$ cat src/bounded_deque_engine_unit_assert.svh
//------------------------------------------------------------------------------
// Assertion macros for the bounded deque engine
// Shorthand for clocked checks, disabled while reset is asserted.
//------------------------------------------------------------------------------
`ifndef BOUNDED_DEQUE_ENGINE_UNIT_ASSERT_SVH
`define BOUNDED_DEQUE_ENGINE_UNIT_ASSERT_SVH

// Same-cycle implication.
`define BDE_ASSERT_IMP(label, ante, cons) \
  label: assert property (@(posedge clk) disable iff (!rst_n) (ante) |-> (cons)) \
    else $error("bde assertion failed");

// Next-cycle implication.
`define BDE_ASSERT_NXT(label, ante, cons) \
  label: assert property (@(posedge clk) disable iff (!rst_n) (ante) |=> (cons)) \
    else $error("bde assertion failed");

`endif

$ cat src/bde_pkg.sv
//------------------------------------------------------------------------------
// bde_pkg
// Types and constants shared by the bounded deque engine modules.
//------------------------------------------------------------------------------
package bde_pkg;

  localparam int BDE_DEPTH   = 16;
  localparam int VALUE_WIDTH = 32;

  // Command kind codes as they arrive on the input port.
  localparam logic [2:0] KIND_PUSH_BACK  = 3'd0;
  localparam logic [2:0] KIND_PUSH_FRONT = 3'd1;
  localparam logic [2:0] KIND_LIST       = 3'd2;
  localparam logic [2:0] KIND_POP_BACK   = 3'd3;
  localparam logic [2:0] KIND_POP_FRONT  = 3'd4;

  typedef enum logic [2:0] {
    OP_PUSH_BACK  = 3'd0,
    OP_PUSH_FRONT = 3'd1,
    OP_LIST       = 3'd2,
    OP_POP_BACK   = 3'd3,
    OP_POP_FRONT  = 3'd4
  } op_t;

  typedef enum logic [1:0] {
    STAT_OK    = 2'd0,
    STAT_EMPTY = 2'd1,
    STAT_FULL  = 2'd2
  } status_t;

  typedef struct packed {
    logic [2:0]                    kind;
    logic signed [VALUE_WIDTH-1:0] value;
  } cmd_t;

  typedef struct packed {
    status_t                       status;
    logic signed [VALUE_WIDTH-1:0] element;
    logic                          last;
  } res_t;

  // Entry of the command queue between front and back.
  typedef struct packed {
    op_t                    op;
    logic [VALUE_WIDTH-1:0] value;
  } qent_t;

  // Queue head as seen by the back end.
  typedef struct packed {
    logic  valid;
    qent_t ent;
  } qhead_t;

endpackage

$ cat src/bde_front.sv
//------------------------------------------------------------------------------
// bde_front
// Accepts commands, decodes the kind, drops unknown kinds and holds decoded
// commands in a two-entry queue for the back end.
//------------------------------------------------------------------------------
module bde_front
  import bde_pkg::*;
(
  input  logic   clk,
  input  logic   rst_n,
  input  logic   start,
  output logic   busy,
  input  cmd_t   in_cmd,
  output qhead_t head,
  input  logic   pop
);

  qent_t      slot_r [2];
  logic       rd_ptr_r, rd_ptr_nxt;
  logic       wr_ptr_r, wr_ptr_nxt;
  logic [1:0] cnt_r, cnt_nxt;
  logic       known;
  op_t        dec_op;
  logic       push;
  logic       do_pop;

  always_comb begin
    known  = 1'b1;
    dec_op = OP_PUSH_BACK;
    unique case (in_cmd.kind)
      KIND_PUSH_BACK:  dec_op = OP_PUSH_BACK;
      KIND_PUSH_FRONT: dec_op = OP_PUSH_FRONT;
      KIND_LIST:       dec_op = OP_LIST;
      KIND_POP_BACK:   dec_op = OP_POP_BACK;
      KIND_POP_FRONT:  dec_op = OP_POP_FRONT;
      default:         known  = 1'b0;
    endcase
  end

  assign busy   = (cnt_r == 2'd2);
  assign push   = start && !busy && known;
  assign do_pop = pop && (cnt_r != 2'd0);

  assign head.valid = (cnt_r != 2'd0);
  assign head.ent   = slot_r[rd_ptr_r];

  always_comb begin
    rd_ptr_nxt = rd_ptr_r ^ do_pop;
    wr_ptr_nxt = wr_ptr_r ^ push;
    cnt_nxt    = cnt_r + {1'b0, push} - {1'b0, do_pop};
  end

  always_ff @(posedge clk) begin
    if (!rst_n) begin
      rd_ptr_r <= 1'b0;
      wr_ptr_r <= 1'b0;
      cnt_r    <= 2'd0;
    end else begin
      rd_ptr_r <= rd_ptr_nxt;
      wr_ptr_r <= wr_ptr_nxt;
      cnt_r    <= cnt_nxt;
    end
  end

  always_ff @(posedge clk) begin
    if (push) begin
      slot_r[wr_ptr_r] <= '{op: dec_op, value: in_cmd.value};
    end
  end

endmodule

$ cat src/bde_back.sv
//------------------------------------------------------------------------------
// bde_back
// Executes queued commands on the ring store: pushes and pops from the run state,
// listings one element per cycle through the registered read port.
//------------------------------------------------------------------------------
`include "bounded_deque_engine_unit_assert.svh"

module bde_back
  import bde_pkg::*;
#(
  parameter int DEPTH = BDE_DEPTH
) (
  input  logic   clk,
  input  logic   rst_n,
  input  qhead_t head,
  output logic   pop,
  output logic   out_valid,
  output res_t   out_res
);

  localparam int IDX_W = (DEPTH > 1) ? $clog2(DEPTH) : 1;
  localparam int CNT_W = $clog2(DEPTH + 1);
  localparam logic [CNT_W-1:0] DEPTH_CNT = CNT_W'(DEPTH);
  localparam logic [IDX_W-1:0] LAST_IDX  = IDX_W'(DEPTH - 1);

  typedef enum logic [1:0] {
    ST_RUN  = 2'b01,
    ST_LIST = 2'b10
  } state_t;

  logic [VALUE_WIDTH-1:0] mem [DEPTH];

  state_t           st_r, st_nxt;
  logic [IDX_W-1:0] front_r, front_nxt;
  logic [CNT_W-1:0] occ_r, occ_nxt;
  logic [CNT_W-1:0] idx_r, idx_nxt;
  logic             sim_vld_r, sim_vld_nxt;
  status_t          sim_stat_r, sim_stat_nxt;
  logic             rd_vld_r, rd_vld_nxt;
  logic             rd_last_r, rd_last_nxt;
  logic [VALUE_WIDTH-1:0] rd_data_r;

  logic             mem_we;
  logic [IDX_W-1:0] mem_wa;
  logic [IDX_W-1:0] rd_addr;
  logic             is_full, is_empty;
  logic [IDX_W-1:0] front_dec, front_inc;
  logic [CNT_W:0]   back_sum, list_sum;
  logic [IDX_W-1:0] back_pos, list_pos;

  assign is_full  = (occ_r == DEPTH_CNT);
  assign is_empty = (occ_r == '0);

  assign front_dec = (front_r == '0) ? LAST_IDX : front_r - 1'b1;
  assign front_inc = (front_r == LAST_IDX) ? '0 : front_r + 1'b1;

  // Ring position = (front + offset) mod DEPTH, offset at most DEPTH.
  assign back_sum = {{(CNT_W + 1 - IDX_W){1'b0}}, front_r} + {1'b0, occ_r};
  assign list_sum = {{(CNT_W + 1 - IDX_W){1'b0}}, front_r} + {1'b0, idx_r};
  assign back_pos = (back_sum >= {1'b0, DEPTH_CNT}) ?
                    IDX_W'(back_sum - {1'b0, DEPTH_CNT}) : IDX_W'(back_sum);
  assign list_pos = (list_sum >= {1'b0, DEPTH_CNT}) ?
                    IDX_W'(list_sum - {1'b0, DEPTH_CNT}) : IDX_W'(list_sum);
  assign rd_addr  = list_pos;

  always_comb begin
    st_nxt       = st_r;
    front_nxt    = front_r;
    occ_nxt      = occ_r;
    idx_nxt      = idx_r;
    sim_vld_nxt  = 1'b0;
    sim_stat_nxt = STAT_OK;
    rd_vld_nxt   = 1'b0;
    rd_last_nxt  = 1'b0;
    mem_we       = 1'b0;
    mem_wa       = back_pos;
    pop          = 1'b0;
    unique case (st_r)
      ST_RUN: begin
        if (head.valid) begin
          pop         = 1'b1;
          sim_vld_nxt = 1'b1;
          unique case (head.ent.op)
            OP_PUSH_BACK: begin
              if (is_full) begin
                sim_stat_nxt = STAT_FULL;
              end else begin
                mem_we  = 1'b1;
                occ_nxt = occ_r + 1'b1;
              end
            end
            OP_PUSH_FRONT: begin
              if (is_full) begin
                sim_stat_nxt = STAT_FULL;
              end else begin
                mem_we    = 1'b1;
                mem_wa    = front_dec;
                front_nxt = front_dec;
                occ_nxt   = occ_r + 1'b1;
              end
            end
            OP_LIST: begin
              if (is_empty) begin
                sim_stat_nxt = STAT_EMPTY;
              end else begin
                sim_vld_nxt = 1'b0;
                idx_nxt     = '0;
                st_nxt      = ST_LIST;
              end
            end
            OP_POP_BACK: begin
              if (is_empty) begin
                sim_stat_nxt = STAT_EMPTY;
              end else begin
                occ_nxt = occ_r - 1'b1;
              end
            end
            OP_POP_FRONT: begin
              if (is_empty) begin
                sim_stat_nxt = STAT_EMPTY;
              end else begin
                front_nxt = front_inc;
                occ_nxt   = occ_r - 1'b1;
              end
            end
            default: begin
              sim_vld_nxt = 1'b0;
            end
          endcase
        end
      end
      ST_LIST: begin
        rd_vld_nxt  = 1'b1;
        rd_last_nxt = (idx_r + 1'b1 == occ_r);
        idx_nxt     = idx_r + 1'b1;
        if (rd_last_nxt) begin
          st_nxt = ST_RUN;
        end
      end
      default: begin
        st_nxt = ST_RUN;
      end
    endcase
  end

  always_ff @(posedge clk) begin
    if (!rst_n) begin
      st_r      <= ST_RUN;
      front_r   <= '0;
      occ_r     <= '0;
      idx_r     <= '0;
      sim_vld_r <= 1'b0;
      rd_vld_r  <= 1'b0;
    end else begin
      st_r      <= st_nxt;
      front_r   <= front_nxt;
      occ_r     <= occ_nxt;
      idx_r     <= idx_nxt;
      sim_vld_r <= sim_vld_nxt;
      rd_vld_r  <= rd_vld_nxt;
    end
  end

  always_ff @(posedge clk) begin
    sim_stat_r <= sim_stat_nxt;
    rd_last_r  <= rd_last_nxt;
  end

  // Ring store: one write port, one registered read port.
  always_ff @(posedge clk) begin
    if (mem_we) begin
      mem[mem_wa] <= head.ent.value;
    end
    rd_data_r <= mem[rd_addr];
  end

  assign out_valid       = sim_vld_r || rd_vld_r;
  assign out_res.status  = rd_vld_r ? STAT_OK : sim_stat_r;
  assign out_res.element = rd_vld_r ? rd_data_r : '0;
  assign out_res.last    = rd_vld_r ? rd_last_r : 1'b1;

  `BDE_ASSERT_IMP(a_occ_bound, 1'b1, occ_r <= DEPTH_CNT)
  `BDE_ASSERT_IMP(a_one_source, 1'b1, !(sim_vld_r && rd_vld_r))
  `BDE_ASSERT_NXT(a_list_holds_occ, st_r == ST_LIST, $stable(occ_r) && $stable(front_r))
  `BDE_ASSERT_IMP(a_no_pop_in_list, st_r == ST_LIST, !pop)

endmodule

$ cat src/bounded_deque_engine_unit.sv
//------------------------------------------------------------------------------
// bounded_deque_engine_unit
// Bounded double-ended queue of signed values held in a ring store.
//------------------------------------------------------------------------------
// A command transaction is taken on a clock edge where start is high and busy
// is low; busy rises only while the two-entry command queue is full. Kinds 0..4
// are push back, push front, list, pop back, pop front; other kinds are
// dropped at the input and give no result. Results come out on out_valid for
// exactly one cycle and cannot be held off. A push or pop is queued, then
// executed and its result registered; the back end finishes one such command
// per cycle when not running a listing. A listing of N held elements occupies
// the back end for a setup step, then one ring read per element, and emits
// N results, front first, last set on the final one; an empty listing, a
// pop on an empty queue and a push on a full queue each give one status-only
// result. The ring store comes up undefined and needs no clearing after reset.
//------------------------------------------------------------------------------
module bounded_deque_engine_unit
  import bde_pkg::*;
#(
  parameter int DEPTH = BDE_DEPTH
) (
  input  logic clk,
  input  logic rst_n,
  input  logic start,
  output logic busy,
  input  cmd_t in_cmd,
  output logic out_valid,
  output res_t out_res
);

  qhead_t head;   // oldest queued command
  logic   pop;    // back end takes the head

  // Front: decode and buffer command transactions.
  bde_front u_front (
    .clk    (clk),
    .rst_n  (rst_n),
    .start  (start),
    .busy   (busy),
    .in_cmd (in_cmd),
    .head   (head),
    .pop    (pop)
  );

  // Back: ring store, indices and result registers.
  bde_back #(
    .DEPTH (DEPTH)
  ) u_back (
    .clk       (clk),
    .rst_n     (rst_n),
    .head      (head),
    .pop       (pop),
    .out_valid (out_valid),
    .out_res   (out_res)
  );

endmodule

$ cat config.mk
export PLATFORM = sky130hd
export DESIGN_NAME = bounded_deque_engine_unit
export DESIGN_NICKNAME = d
export VERILOG_FILES = /design/src/bde_pkg.sv /design/src/bde_front.sv /design/src/bde_back.sv /design/src/bounded_deque_engine_unit.sv
export VERILOG_INCLUDE_DIRS = /design/src /design/src/src
export SDC_FILE = /design/constraint.sdc
export NUM_CORES = 1
export LEC_CHECK = 0
export ABC_AREA = 1
export BUFFER_PORTS_ARGS = -buffer_cell sky130_fd_sc_hd__buf_4
export CAP_MARGIN = 5
export CORE_MARGIN = 4
export CORE_UTILIZATION = 55
export DETAILED_ROUTE_END_ITERATION = 10
export GPL_ROUTABILITY_DRIVEN = 0
export PLACE_DENSITY = 0.72
export SYNTH_ARGS = -nofsm -noshare
export SYNTH_HDL_FRONTEND = slang
export SYNTH_SLANG_ARGS = --single-unit
$ cat constraint.sdc
create_clock -name clk -period 4.8 [get_ports clk]
set_input_delay 0.96 -clock clk [delete_from_list [all_inputs] [get_ports clk]]
set_output_delay 0.96 -clock clk [all_outputs]
set_load 0.03 [all_outputs]
Word level (Yosys, flattened, before mapping)
Memory sizes are Yosys's and may differ from the RTL's. A register that Yosys moved wholly into a read port is not among the register bits.
Cells that the tools add are included.
- bits in registers: 25
- memory bits (writable): 582
- input port bits: 38
- output and inout bits: 37
- logic and storage cells: 119
- memories: 2
- memory list (name ; depth ; width ; read ports ; clocked after memory_dff ; write ports ; RTL line ; RTL):
    u_back.mem ; 16 ; 32 ; 1 ; 1 ; 1 ; bde_back.sv:31 ; logic [VALUE_WIDTH-1:0] mem [DEPTH];
    u_front.slot_r ; 2 ; 35 ; 1 ; 1 ; 1 ; bde_front.sv:18 ; qent_t slot_r [2];
- add/sub/neg operators: 11
- magnitude comparators: 2
- eq/ne operators: 22
- multiplexer cells: 45
- bitwise operators: 2
- reduce and logical (&&, ||, !) cells: 24
- operators by type and width (operator ; number):
    two-way mux 4 bit ; 10
    two-way mux 32 bit ; 1
    two-way mux 5 bit ; 5
    case mux 5 bit (2 select lines) ; 2
    two-way mux 1 bit ; 16
    != test 2 bit, second input constant ; 7
    adder 4 x 5 -> 6 bit ; 2
    equality test 3 x 2 -> 1 bit, second input constant ; 4
    greater-or-equal comparator 6 x 5 -> 1 bit, second input constant ; 2
    two-way mux 2 bit ; 6
    case mux 3 bit (4 select lines) ; 1
    subtractor 4 x 1 -> 4 bit, second input constant ; 3
    adder 5 x 1 -> 5 bit, second input constant ; 2
    AND reduction 5 bit ; 2
    case mux 2 bit (2 select lines) ; 2
    case mux 4 bit (2 select lines) ; 1
    AND reduction 4 bit ; 2
    nonzero test 2 bit ; 4
    equality test 3 x 1 -> 1 bit, second input constant ; 2
    equality test 3 bit, second input constant ; 2
    zero test 3 bit ; 2
    equality test 5 bit ; 1
    equality test 5 bit, second input constant ; 1
    zero test 5 bit ; 1
    other kinds (20) ; 25

Depth between registers and ports, before layout
Gate-level depths: netlist (run 1).
- depth after elaboration: 7
- mapped depth: 17
- mapped depth without buffers: 16

Hierarchy
Synthesis (run 1) repeated with hierarchy kept, for this count alone.
- cells, all modules: 2140
- area total of the unflattened synthesis: 26230.2 µm²
- modules (own cells, without submodules) (module ; instances ; cells an instance ; area each (µm²) ; sequential area each (µm²)):
    bde_back ; 1 ; 1985 ; 23252.3 ; 16435.8
    bde_front ; 1 ; 155 ; 2977.9 ; 2202.1

Worst setup path after synthesis (run 1)
Ideal clock, no wire load.
- path kind: register -> register
- start point: reg u_back.front_r[0]
- end point: mem u_back.mem[5][0], enable pin
- setup time: 421 ps
- data arrival time: 2782 ps
- data required time: 4379 ps
- setup slack: 1597 ps
- cell stages (with the launch flop): 9
- path buffers: 0
- clock period less this slack: 3203 ps
- path through: dfxtp_1 ha_1 inv_1 fa_1 xnor2_1 nand2_1 o21ai_2 nand2_1 nor2_1
- longest elaborated chain between the ends: 7
- elaborated cells on any way between the ends: 11
- classes of those cells: add/sub (3); order compare (1); mux (6); reduce/logical (1)
- RTL lines (what ; RTL line ; RTL):
    start, declared ; bde_back.sv:34 ; logic [IDX_W-1:0] front_r, front_nxt;
    start signal, assigned ; bde_back.sv:156 ; front_r <= front_nxt;
    adder 4 x 5 -> 6 bit ; bde_back.sv:58 ; assign back_sum = {{(CNT_W + 1 - IDX_W){1'b0}}, front_r} + {1'b0, occ_r};
    greater-or-equal comparator 6 x 5 -> 1 bit or subtractor 4 x 1 -> 4 bit (tied branches) ; bde_back.sv:60, bde_back.sv:61 ;
    two-way mux 4 bit ; bde_back.sv:60 ; assign back_pos = (back_sum >= {1'b0, DEPTH_CNT}) ?
    two-way mux 4 bit ; bde_back.sv:93 ; if (is_full) begin
    two-way mux 4 bit ; bde_back.sv:83 ; unique case (head.ent.op)
    two-way mux 4 bit ; bde_back.sv:80 ; if (head.valid) begin
    two-way mux 4 bit * ; bde_back.sv:78 ; unique case (st_r)
    end, declared ; bde_back.sv:31 ;
Every way passes the cells marked *; elsewhere a longest branch is shown, timed or not.

==> results.cfg, run 1 <==
[setup_path]
cpMaxStageDelayCell = nor2_4
critical_path.top_delay_family = simple AND/OR/NAND/NOR gates
crit_path_end_kind = register
setup.worst_path.start_class = register
critPathMaxFanout = 38
cp.arrival_ns = 3.62
r2r_slack_ns = 1.45
cp_cell_sequence = inv_2 > nand2_1 > nand2_2 > nand4_4 > nand2_2 > inv_2 > nor2_4 > nand3_1 > nor2_4 > buf_4
critical_path_required_ns = 5.07
crit_buf_inv = 3
crit_type = reg -> reg
cpPeakStageDelay_ns = 0.60
regToRegEndpoint = u_back.mem[6][28]
worst_r2r_path_depth = 10

[hold_path]
hp-start = u_front.cnt_r[1]
hold_class = reg -> reg
worstHoldPathCells = 1
whs_endpoint = u_front.cnt_r[1]

[drt]
vias = 15500
wl_per_cell_um = 21.6
drt_first_pass_iters = 5
drt-initial-drc-count = 1553
drt-total-wl_mm = 57.9
route.detailed.drc = 0
via_per_inst = 5.78
antenna_left = 0

[cts]
cts_inserted_buffers = 59
cts.clk_slew.worst_paths_ns = 0.06
htreeDepth = 2
tritoncts = done
clkLatencyLatePin_ns = 0.62
cts_setup_buffers = 0
ctsResizeCount = 0
cts_max_path_buffers = 3
cts_hold_buf = 0
clock_sinks = 640
clockRootBuffer = clkbuf_16

[grt]
grt.total_usage_pct = 22.6
antenna_found_initial = 0
grt_pass1_vias = 15000
grt_pass1_wl_mm = 88.2
gr-total-overflow = 0
grt_start_max_net_pins = 129

[placed_design]
hpwl_mm = 32.0
port_buffers = 74

[yosys]
syn_nets = 2021
yosysUniqueCellTypes = 37
syn-mean-instance-area_um2 = 13.2
syn_area_um2 = 25900
ys_ff_latch = 640
seq_area_frac_synth_pct = 72.0
syn_inst = 1964
synth_warnings = 0

[floorplanning]
rows = 79
start_util_pct = 55.6
die_y_um = 225
fp.dieW_um = 225
num_io_pins = 75
core-area_um2 = 46600
die_area_um2 = 50600

[power]
vdd_ir_drop_max_uv = 502
p_leak_nw = 10.5
power.density_nw_per_um2 = 551

[timing]
finalHoldViolations = 0
fin_hold_ws_ns = 0.445
drv_slew = 0
finalClockSkew_ns = 0.0345
fin_setup_tns_ns = 0
max_slew_margin_pct = 28.1
setup_viol = 0
finalCritPeriodShare_pct = 69.8
final.min_clock_period_ns = 3.35
fmax_ghz = 0.298
rsz0062_at_grt = false
worst_slew_pin_slew_ns = 1.08

[final_layout]
nets = 2085
drive_gt1_share_pct = 12.1
n_antenna_cell = 0
post-route-util_pct = 62.6
area_growth_pct = 12.7

[job]
maxCapViolations = 0

[run_status]
outcome = complete, no violations
-- layout by cell type, fill, tap and decap left out, types with 3 or more instances in the layout --
cell type and n:
clkbuf_16 60, clkinv_2 17, clkbuf_1 9, dfxtp_1 57, bufinv_16 8, nor2_4 19, edfxtp_1 582, buf_12 6
o21ai_2 3, clkinv_1 10, xnor2_1 6, buf_4 101, nor2_1 40, nand3_1 65, nand2_1 251, mux2i_1 128
o211ai_1 128, clkinvlp_4 4, nand3_2 3, inv_1 205, clkbuf_8 3, nand2_2 7, o21ai_0 140, inv_2 6
ha_1 13, a21oi_1 144, xor2_1 5, o21ai_1 35
-- registers in the layout (all words and copies together), names as in the netlist, named ones only --
name / count
u_back.occ_r: 5
u_back.sim_vld_r: 1
u_back.rd_last_r: 1
u_back.front_r: 4
u_front.wr_ptr_r: 1
u_back.sim_stat_r: 2
u_back.rd_data_r: 32
u_front.slot_r: 70
u_back.st_r: 2
u_back.idx_r: 5
u_back.rd_vld_r: 1
u_front.cnt_r: 2
u_back.mem: 512
u_front.rd_ptr_r: 1
-- logic make-up (layout without fill, tap and decap cells) --
| family | Yosys count | count (layout) | synth area share (%) |
|---|---|---|---|
| and+or+nand+nor | 394 | 394 | 6.41 |
| xor gates and xnor gates | 13 | 13 | 0.469 |
| muxes | 128 | 128 | 4.95 |
| AOI/OAI and AO/OA | 452 | 452 | 10.0 |
| DFF | 640 | 640 | 72.0 |
| buffers and inverters | 318 | 432 | 5.14 |
| adders and majority gates | 19 | 19 | 1.01 |
-- Yosys cell counts --
| master | number | area (um2) |
|---|---|---|
| a21oi_1 | 144 | 721 |
| a22oi_1 | 1 | 7.51 |
| a31oi_1 | 1 | 6.26 |
| buf_1 | 9 | 33.8 |
| buf_2 | 19 | 95.1 |
| buf_4 | 8 | 60.1 |
| buf_6 | 11 | 124 |
| clkbuf_1 | 56 | 210 |
| clkbuf_2 | 1 | 5.00 |
| clkinv_1 | 1 | 3.75 |
| dfxtp_1 | 58 | 1160 |
| edfxtp_1 | 582 | 17500 |
| fa_1 | 3 | 60.1 |
| ha_1 | 16 | 200 |
| inv_1 | 206 | 773 |
| inv_2 | 7 | 26.3 |
| mux2i_1 | 128 | 1280 |
| nand2_1 | 251 | 942 |
| nand2_2 | 7 | 43.8 |
| nand2_4 | 1 | 11.3 |
| nand3_1 | 65 | 325 |
| nand3_2 | 3 | 30.0 |
| nand3b_1 | 1 | 7.51 |
| nand4_1 | 1 | 6.26 |
| nand4_4 | 1 | 21.3 |
| nor2_1 | 56 | 210 |
| nor2_2 | 2 | 12.5 |
| nor2_4 | 3 | 33.8 |
| nor3_1 | 2 | 10.0 |
| o211ai_1 | 128 | 961 |
| o21ai_0 | 140 | 701 |
| o21ai_1 | 35 | 175 |
| o21ai_2 | 3 | 26.3 |
| or2_2 | 1 | 6.26 |
| xnor2_1 | 6 | 52.6 |
| xnor2_2 | 1 | 16.3 |
| xor2_1 | 6 | 52.6 |
-- report_power, final --
part	internal (mW)	total (mW)	switching (mW)	leakage, nW
sequential	7.16	7.32	0.165	5.74
combinational	1.06	3.96	2.90	3.77
clock	2.77	4.78	2.01	0.973
total	11.0	16.1	5.08	10.5
-- routing by layer --
metal | track usage [%] | vias to the layer above | wire, um
li1 | - | 7184 | -
met1 | 32.8 | 7646 | 24600
met2 | 36.8 | 598 | 28100
met3 | 2.81 | 86 | 3920
met4 | 6.30 | 0 | 1210
met5 | 0 | - | 0
-- stage by stage --
| stage | setup WS [ns] | total power [mW] | cells | cell area, um2 |
|---|---|---|---|---|
| after floorplan | 1.60 | 10.1 | 1964 | 25900 |
| after global placement | 1.55 | 11.3 | 2574 | 27200 |
| after detailed placement | 1.49 | 11.4 | 2574 | 27200 |
| after CTS | 1.49 | 16.1 | 2685 | 29200 |
| after global routing | 1.25 | 16.8 | 2685 | 29200 |
| final | 1.45 | 16.1 | 2685 | 29200 |
-- layout make-up --
cell class                 instances  area (um2)
multi-input combinational       1006        6100
clock inverter                    39         409
tap                              607         759
inverter                         214         807
fill                            3398       17400
sequential                       640       18600
timing repair buffer             107         878
clock buffer                      72        1580
-- worst max path at each step --
stage                              end  slack, ns  depth (start not counted)
floorplan             u_back.mem[5][0]       1.60                          8
global placement    u_back.mem[15][24]       1.55                          8
detailed placement  u_back.mem[15][28]       1.49                          8
CTS                  u_back.mem[6][29]       1.49                         10
global route          u_back.mem[3][9]       1.25                         10
finish               u_back.mem[6][28]       1.45                         10
No activity file was read; power rests on OpenSTA's default activity.
==> run 2: changes to the inputs <==
- ABC_AREA: 1 -> 0
- PLACE_DENSITY: 0.72 -> 0.75
- clock period: 4.8 -> 2.9 ns (I/O delays scaled with it)
==> results.cfg, run 2 <==
[placed_design]
port_buffers = 74
hpwl_mm = 29.2

[final_layout]
nets = 1460
reg_top3 = u_back.mem: 512 flops, u_front.slot_r: 70 flops, u_back.rd_data_r: 32 flops
final_common_cell = edfxtp_1
area_growth_pct = 16.8
post-route-util_pct = 65.2
drive_gt1_share_pct = 30.0
final_cell_mix = edfxtp_1 (582), mux4_2 (128), buf_4 (105), nand2_1 (78), and2_1 (69)
largest_reg_flops = 512
top_register = u_back.mem

[yosys]
synth_mux_area_share_pct = 13.9
syn-mean-instance-area_um2 = 19.6
syn_area_um2 = 24800
synth_xor_area_share_pct = 0.742
yosysUniqueCellTypes = 55
synth_top_area_cell = edfxtp_1
ys_ff_latch = 640
seq_area_frac_synth_pct = 75.2
synth_area_leaders = edfxtp_1 (71%), mux4_2 (12%), dfxtp_1 (4.7%)
synth_warnings = 0
synth-main-ff-cell = edfxtp_1
synth_top_family_by_area = multiplexers
synth_adder_area_share_pct = 1.05
synth-compound-area-share_pct = 3.20
synth.most_common_cell = edfxtp_1
synth-edff-count = 582
async_reset_ff_share_pct = 0
synth-simple-area-share_pct = 4.65
synthTopCellsByCount = edfxtp_1 (582), mux4_2 (128), nand2_1 (78)
yosys.area.top_type_share_pct = 70.5
syn_inst = 1262
syn_nets = 1319

[timing]
drv_slew = 0
final.min_clock_period_ns = 2.78
finalHoldViolations = 0
max_slew_margin_pct = 23.3
fin_setup_tns_ns = 0
finalCritPeriodShare_pct = 95.9
worst_slew_pin_slew_ns = 1.13
rsz0062_at_grt = false
setup_viol = 0
fmax_ghz = 0.359
finalClockSkew_ns = 0.0212

[drt]
vias = 12400
drt-initial-drc-count = 1070
via_per_inst = 6.04
drt_first_pass_iters = 5
drt-total-wl_mm = 52.6
wl_per_cell_um = 25.7
antenna_left = 0
route.detailed.drc = 0

[floorplanning]
num_io_pins = 75
fp.dieW_um = 220
die_y_um = 220
die_area_um2 = 48500
core-area_um2 = 44400
start_util_pct = 55.8
rows = 77

[power]
power.density_nw_per_um2 = 862
pwr-share-clk_pct = 31.2
pwr-share-comb_pct = 22.1
p_leak_nw = 9.62
vdd_ir_drop_max_uv = 552
p_int_mw = 18.2
power.switching_mw = 6.75
seq_power_share_pct = 46.6
power.total_mw = 25.0
sw_frac_of_total_pct = 27.0

[hold_path]
hold_class = in -> reg
worstHoldPathCells = 1

[cts]
cts_setup_buffers = 0
clockRootBuffer = clkbuf_16
cts_max_path_buffers = 3
clkLatencyLatePin_ns = 0.62
clock_sinks = 640
tritoncts = done
cts.clk_slew.worst_paths_ns = 0.06
htreeDepth = 2
cts_inserted_buffers = 60
cts_hold_buf = 0

[setup_path]
cpMaxStageDelayCell = fa_4
cpPeakStageDelay_ns = 0.84
worst_r2r_path_depth = 8
crit_type = reg -> reg
setup.worst_path.start_class = register
crit_path_end_kind = register
cp_cell_sequence = ha_4 > inv_1 > fa_4 > buf_12 > mux4_2 > and2_1 > a211oi_1 > a31oi_1
critical_path_required_ns = 3.40
cp.arrival_ns = 3.28
critPathMaxFanout = 54

[grt]
grt_pass1_vias = 13000
gr-total-overflow = 0
antenna_found_initial = 1
grt_start_max_net_pins = 55
grt_pass1_wl_mm = 79.5
grt.total_usage_pct = 22.2

[run_status]
outcome = complete, no violations

[job]
maxCapViolations = 0
==> run 2: power by group through the flow <==
stage / clock [mW] / sequential, mW / combinational, mW
after floorplan: 0 / 11.7 / 3.97
after global placement: 0 / 11.8 / 5.41
after detailed placement: 0 / 11.8 / 5.54
after CTS: 7.91 / 11.6 / 5.58
after global routing: 8.33 / 11.7 / 5.99
final: 7.79 / 11.6 / 5.52
==> run 2: path summary, 6_finish.rpt <==
path	endpoint	start	slack [ns]
setup / recovery	u_back.rd_data_r[15]	u_back.front_r[0]	0.12
hold / removal	u_front.slot_r[1][20]	in_cmd[20]	0.14
setup reg to reg	u_back.rd_data_r[15]	u_back.front_r[0]	0.12
hold reg to reg	u_back.idx_r[4]	u_back.idx_r[4]	0.49
==> run 2: worst max-delay path, delay by kind of cell (launching register included) <==
kind                       cells  cell delay, ns
adders and majority gates      2            0.98
DFF                            1            0.41
muxes                          1            0.36
AOI/OAI and AO/OA              2            0.36
buffers and inverters          2            0.35
and+or+nand+nor                1            0.17
==> run 2: cells by family after synthesis <==
group	count (synthesis)
muxes	178
xor gates and xnor gates	21
adders and majority gates	19
DFF	640
and+or+nand+nor	219
buffers and inverters	71
AOI/OAI and AO/OA	114
==> run 2: final cells by class <==
type,count,area (um2)
Inverter,13,48.8
Multi-Input combinational cell,551,6110
Clock inverter,20,219
Fill cell,2820,15500
Antenna cell,1,2.50
Timing Repair Buffer,137,1420
Tap cell,592,741
Sequential cell,640,18700
Clock buffer,92,1750
==> run 2: through the flow <==
stage	hold WS, ns	instances	instance area, um2	setup WS [ns]
2_1_floorplan	0.448	1262	25000	0.00949
3_3_place_gp	0.469	1932	27000	0.184
3_5_place_dp	0.475	1932	27000	0.146
4_1_cts	0.110	2044	28900	0.125
5_1_grt	0.117	2045	28900	0.0126
6_report	0.141	2046	29000	0.117
==> run 2: what timing repair did <==
action | 4_1_cts | 5_1_grt
gates resized for setup | 0 | 1
hold endpoints to repair | 0 | 0
endpoints found under the setup margin | 0 | 18
==> run 2: layer usage <==
metal  vias to the layer above  global-route usage, %  wire (um)
met3                        91                   4.39       3590
li1                       5358                      -          -
met4                         0                   5.09        980
met1                      6441                   30.2      20900
met5                         -                      0          0
met2                       470                   38.0      27100
